--- src/hw/rtl/bfba_pkg.sv ---
// bfba_pkg: shared constants for the bloom filter bit array
// no dependencies; imported by bfba_div and bloom_filter_bit_array

package bfba_pkg;

    localparam int MAX_BITS_LOG2 = 20;
    localparam int MAX_HASHES    = 16;

    localparam int ROW_LOG2 = 6;
    localparam int ROW_W    = 1 << ROW_LOG2;
    localparam int ROW_AW   = MAX_BITS_LOG2 - ROW_LOG2;
    localparam int ROWS     = 1 << ROW_AW;

    localparam int HASH_W     = 64;
    localparam int NUM_BITS_W = 21;
    localparam int HASH_CNT_W = 5;
    localparam int MODE_W     = 2;
    localparam int CFG_IDX_W  = 1;

    localparam logic [CFG_IDX_W-1:0] CFG_NUM_BITS   = 1'd0;
    localparam logic [CFG_IDX_W-1:0] CFG_HASH_COUNT = 1'd1;

    localparam logic [MODE_W-1:0] MODE_INSERT = 2'd0;
    localparam logic [MODE_W-1:0] MODE_TEST   = 2'd1;
    localparam logic [MODE_W-1:0] MODE_MODULO = 2'd2;

    localparam logic [NUM_BITS_W-1:0] BITS_CAP         = NUM_BITS_W'(64'd1 << MAX_BITS_LOG2);
    localparam logic [HASH_CNT_W-1:0] HASH_COUNT_RESET = 5'd4;
    localparam logic [HASH_CNT_W-1:0] HASH_COUNT_MAX   = HASH_CNT_W'(MAX_HASHES);
    localparam logic [NUM_BITS_W-1:0] COUNT_MAX        = '1;

endpackage

--- src/hw/rtl/bfba_div.sv ---
// bfba_div: bit-serial remainder unit, one dividend bit per cycle
// depends on bfba_pkg

module bfba_div
    import bfba_pkg::*;
(
    input  logic                  i_clk,
    input  logic                  i_rst_n,
    input  logic                  i_start,
    input  logic [HASH_W-1:0]     i_dividend,
    input  logic [NUM_BITS_W-1:0] i_divisor,
    output logic                  o_done,
    output logic [NUM_BITS_W-1:0] o_remainder
);

    localparam int CNT_W = $clog2(HASH_W);

    logic                  r_busy, n_busy;
    logic                  r_done, n_done;
    logic [CNT_W-1:0]      r_cnt, n_cnt;
    logic [HASH_W-1:0]     r_dvd, n_dvd;
    logic [NUM_BITS_W-1:0] r_dvs, n_dvs;
    logic [NUM_BITS_W-1:0] r_rem, n_rem;
    logic [NUM_BITS_W:0]   trial;

    always_comb begin
        n_busy = r_busy;
        n_done = 1'b0;
        n_cnt  = r_cnt;
        n_dvd  = r_dvd;
        n_dvs  = r_dvs;
        n_rem  = r_rem;
        trial  = {r_rem, r_dvd[HASH_W-1]};
        if (i_start) begin
            n_busy = 1'b1;
            n_cnt  = CNT_W'(HASH_W - 1);
            n_dvd  = i_dividend;
            n_dvs  = i_divisor;
            n_rem  = '0;
        end else if (r_busy) begin
            // restoring step
            if (trial >= {1'b0, r_dvs}) begin
                n_rem = NUM_BITS_W'(trial - {1'b0, r_dvs});
            end else begin
                n_rem = trial[NUM_BITS_W-1:0];
            end
            n_dvd = {r_dvd[HASH_W-2:0], 1'b0};
            n_cnt = r_cnt - CNT_W'(1);
            if (r_cnt == '0) begin
                n_busy = 1'b0;
                n_done = 1'b1;
            end
        end
    end

    always_ff @(posedge i_clk) begin
        if (!i_rst_n) begin
            r_busy <= 1'b0;
            r_done <= 1'b0;
            r_cnt  <= '0;
        end else begin
            r_busy <= n_busy;
            r_done <= n_done;
            r_cnt  <= n_cnt;
        end
        r_dvd <= n_dvd;
        r_dvs <= n_dvs;
        r_rem <= n_rem;
    end

    assign o_done      = r_done;
    assign o_remainder = r_rem;

    a_done_after_busy: assert property (@(posedge i_clk) disable iff (!i_rst_n)
        r_done |-> !r_busy)
        else $error("remainder done while still stepping");

    a_start_idle: assert property (@(posedge i_clk) disable iff (!i_rst_n)
        r_busy |-> !i_start)
        else $error("remainder unit restarted while busy");

    a_rem_below: assert property (@(posedge i_clk) disable iff (!i_rst_n)
        r_done |-> (r_rem < r_dvs))
        else $error("remainder not below divisor");

endmodule

--- config.mk ---
export PLATFORM = sky130hd
export DESIGN_NAME = bfba_div
export DESIGN_NICKNAME = d
export VERILOG_FILES = /design/src/hw/rtl/bfba_pkg.sv /design/src/hw/rtl/bfba_div.sv
export SDC_FILE = /design/constraint.sdc
export NUM_CORES = 1
export LEC_CHECK = 0
export BUFFER_PORTS_ARGS = -buffer_cell sky130_fd_sc_hd__buf_2
export CORE_ASPECT_RATIO = 0.7
export CORE_MARGIN = 1
export CORE_UTILIZATION = 45
export CTS_BUF_LIST = sky130_fd_sc_hd__clkbuf_8 sky130_fd_sc_hd__clkbuf_16
export DETAILED_ROUTE_END_ITERATION = 10
export MAX_ROUTING_LAYER = met4
export PLACE_DENSITY = 0.67
export SLEW_MARGIN = 10
export SYNTH_ARGS = -nofsm -noshare
export SYNTH_HDL_FRONTEND = slang
export SYNTH_SLANG_ARGS = --single-unit
--- constraint.sdc ---
create_clock -name i_clk -period 8.02 [get_ports i_clk]
set_input_delay 0.802 -clock i_clk [delete_from_list [all_inputs] [get_ports i_clk]]
set_output_delay 0.802 -clock i_clk [all_outputs]
set_load 0.01 [all_outputs]
==> reports/summary.txt <==
Row count - 34
Largest net degree at the start of global routing - 84
Met2 Routed Length - 5310 microns
Setup violators final - 0
Clock sinks - 114
EDFF count, synth - 85
Setup Buffers After CTS - 0
Peak VDD IR - 0.142 mV
Status - finished, final reports clean
Final slew viol count - 0
DR DRC count - 0
GRT Total Usage - 0.206
Worst min-delay path category - reg -> reg
Synth top area share - 0.439
Starting Density - 0.465
Worst-skew pair later-pin latency - 0.41 ns
Startpoint type of the worst setup path - register
Port Buf Inserts - 109
Pre-antenna DRT Iters - 5
Power density cells - 241 nW/um^2
Crit Path Category - reg -> reg
Synth unique cells - 55
R2R setup slack - 4.90 ns
DRT iter0 DRCs - 387
Placed insts - 730
Layout cells sized above 1 - 0.355
Clk_skew - 0.00976 ns
Syn Area/Cell - 12.1 sq um
Vias in the first global route - 4,004
Initial antenna violation count - 0
Synth Flop Type - edfxtp_1
Post-Syn Nets - 594
Register area share after synthesis - 0.539
Max H-tree Level - 4
Global-route wire length before repair - 20,300 microns
Post-synthesis async set-or-reset flop share - 0
Hold Buf Count CTS - 0
Die area - 13,400 sq um
Congestion Overflow GR - 0
Met3 routed WL - 853 microns
Die extent in x - 138 microns
RSZ-0062 raised after global routing - false
Most frequent cell after synthesis - edfxtp_1
Reg clk slew, reported paths - 0.06 ns
FF-to-FF End - o_remainder[0]
CTS tree - built
Required @ worst endpoint - 8.34 ns
DP Area - 6450 sq um
Post-Layout Inst Area - 7050 sq um
Post-synth top area cell - edfxtp_1
Met1 WL - 6340 microns
Fin cells - 762
Worst slew pin tran - 0.983 ns
CTS buffer count - 17
Final hold viol count - 0
Core Region - 12,500 sq um
Clock Path Buffers - 2
FF-to-FF path depth - 11
DR WL/cell - 16.6 microns
Antenna fix cells - 0
Synthesized cell area - 5810 sq um
Flops & latches, synth - 114
Static Leakage - 2.90 nW
Hold depth - 2
Vias per inst - 5.42
Die H - 97.1 microns
Critical Path Sink Type - register
Hpwl dp - 8710 microns
Post_cts resized - 0
Critical Path AT - 3.44 ns
RR Startpoint - r_dvd[63]
Gate count after technology mapping - 482
Root buf cell - clkbuf_16
Tcrit/Tclk final - 0.389
Top achievable clock speed - 321 MHz
Final wirelength - 12,600 microns
I/O pin count - 110
Post-synth top cells - edfxtp_1 (85), mux2_2 (63), inv_1 (31)
Max_slew headroom - 0.345
Top Layer Used - met4
Nets - 699
Routability cong. - 0.901
WHS - 0.520 ns
YS warnings - 0
WHS Endpoint - o_remainder[9]
Area contributors post-synth - edfxtp_1 (44%), mux2_2 (12%), dfxtp_1 (10%)
Vias - 4,131
Final min period - 3.12 ns
Maxcap violations - 0
Crit Path Max Fanout - 14
Final ANT Viol Nets - 0
Hold_sp - o_remainder[9]
Area growth syn-to-layout - 21.4%
Setup TNS Final - 0 ns
==> metal layers <==
layer / global-route usage / vias up
li1: - / 2010
met1: 0.303 / 1962
met2: 0.274 / 147
met3: 0.0475 / 12
met4: 0.0769 / 0
met5: - / -
==> sequential cells by signal, indices dropped and copies added, names as in the netlist <==
register     count
o_done           1
r_cnt            6
r_busy           1
o_remainder     21
r_dvs           21
r_dvd           64
==> area by class of cell <==
type                       count  area, sq um
fill                        1083         5450
multi-input combinational    311         2430
sequential                   114         3130
timing repair buffer         112          571
clock buffer                  17          425
clock inverter                15          173
inverter                      31          116
tap                          162          203
==> power breakdown <==
part,switching [W],internal (W),leakage (nW),total (W)
Sequential,0.0000214,0.000697,1.09,0.000719
Combinational,0.000119,0.0000996,1.53,0.000219
Clock,0.000294,0.000467,0.289,0.000761
Total,0.000435,0.00126,2.90,0.00170
==> stage by stage <==
stage / setup slack [ns] / utilization / power (W)
floorplan: 4.86 / - / 0.000880
global placement: 5.11 / 0.516 / 0.000941
detailed placement: 4.97 / 0.516 / 0.000945
CTS: 4.95 / 0.564 / 0.00172
global route: 4.67 / 0.564 / 0.00177
finish: 4.90 / 0.564 / 0.00170
==> cell families (layout without fill, tap and decap cells) <==
| group | count (synthesis) | count (layout) | synth area share |
|---|---|---|---|
| flip-flops | 114 | 114 | 0.539 |
| AND/OR/NAND/NOR | 99 | 99 | 0.0840 |
| AO/OA/AOI/OAI | 94 | 94 | 0.111 |
| multiplexers | 72 | 72 | 0.138 |
| buffers and inverters | 57 | 175 | 0.0422 |
| adder cells (fa/ha/maj) | 24 | 24 | 0.0530 |
| XOR/XNOR | 22 | 22 | 0.0332 |
==> cells in the final DEF (no fill, tap or decap), types with 3 or more instances in the layout <==
cell type,n
a211oi_1,9
a21o_1,3
a21oi_1,18
a311oi_1,4
a31oi_1,3
a32oi_1,6
buf_2,108
buf_4,4
clkbuf_16,17
dfxtp_1,29
edfxtp_1,85
ha_1,23
inv_1,30
inv_6,6
mux2_2,63
mux2i_1,9
nand2_1,28
nand3_1,5
nand4_1,6
nor2_1,29
nor3_1,8
o211ai_1,5
o21a_1,11
o21ai_0,16
o21bai_1,4
o31a_1,3
xnor2_1,7
xor2_1,15
==> worst max path at each step <==
stage	from	endpoint	cells past startpoint
after floorplan	i_start	r_dvd[0]	4
after global placement	r_dvd[63]	o_remainder[0]	11
after detailed placement	r_dvd[63]	o_remainder[0]	11
after CTS	r_dvd[63]	o_remainder[0]	11
after global routing	r_dvd[63]	o_remainder[3]	11
final	r_dvd[63]	o_remainder[0]	11
==> worst max-delay path, cell delays in order (launching register included) <==
cell      delay, ns
edfxtp_1       0.38
inv_1          0.07
ha_1           0.16
inv_1          0.06
fa_1           0.40
a21oi_1        0.23
o22ai_1        0.17
o21bai_1       0.33
nand3_2        0.17
a31oi_2        0.66
nand2_1        0.12
a311oi_1       0.26
Power figures use the tool's default switching activity.
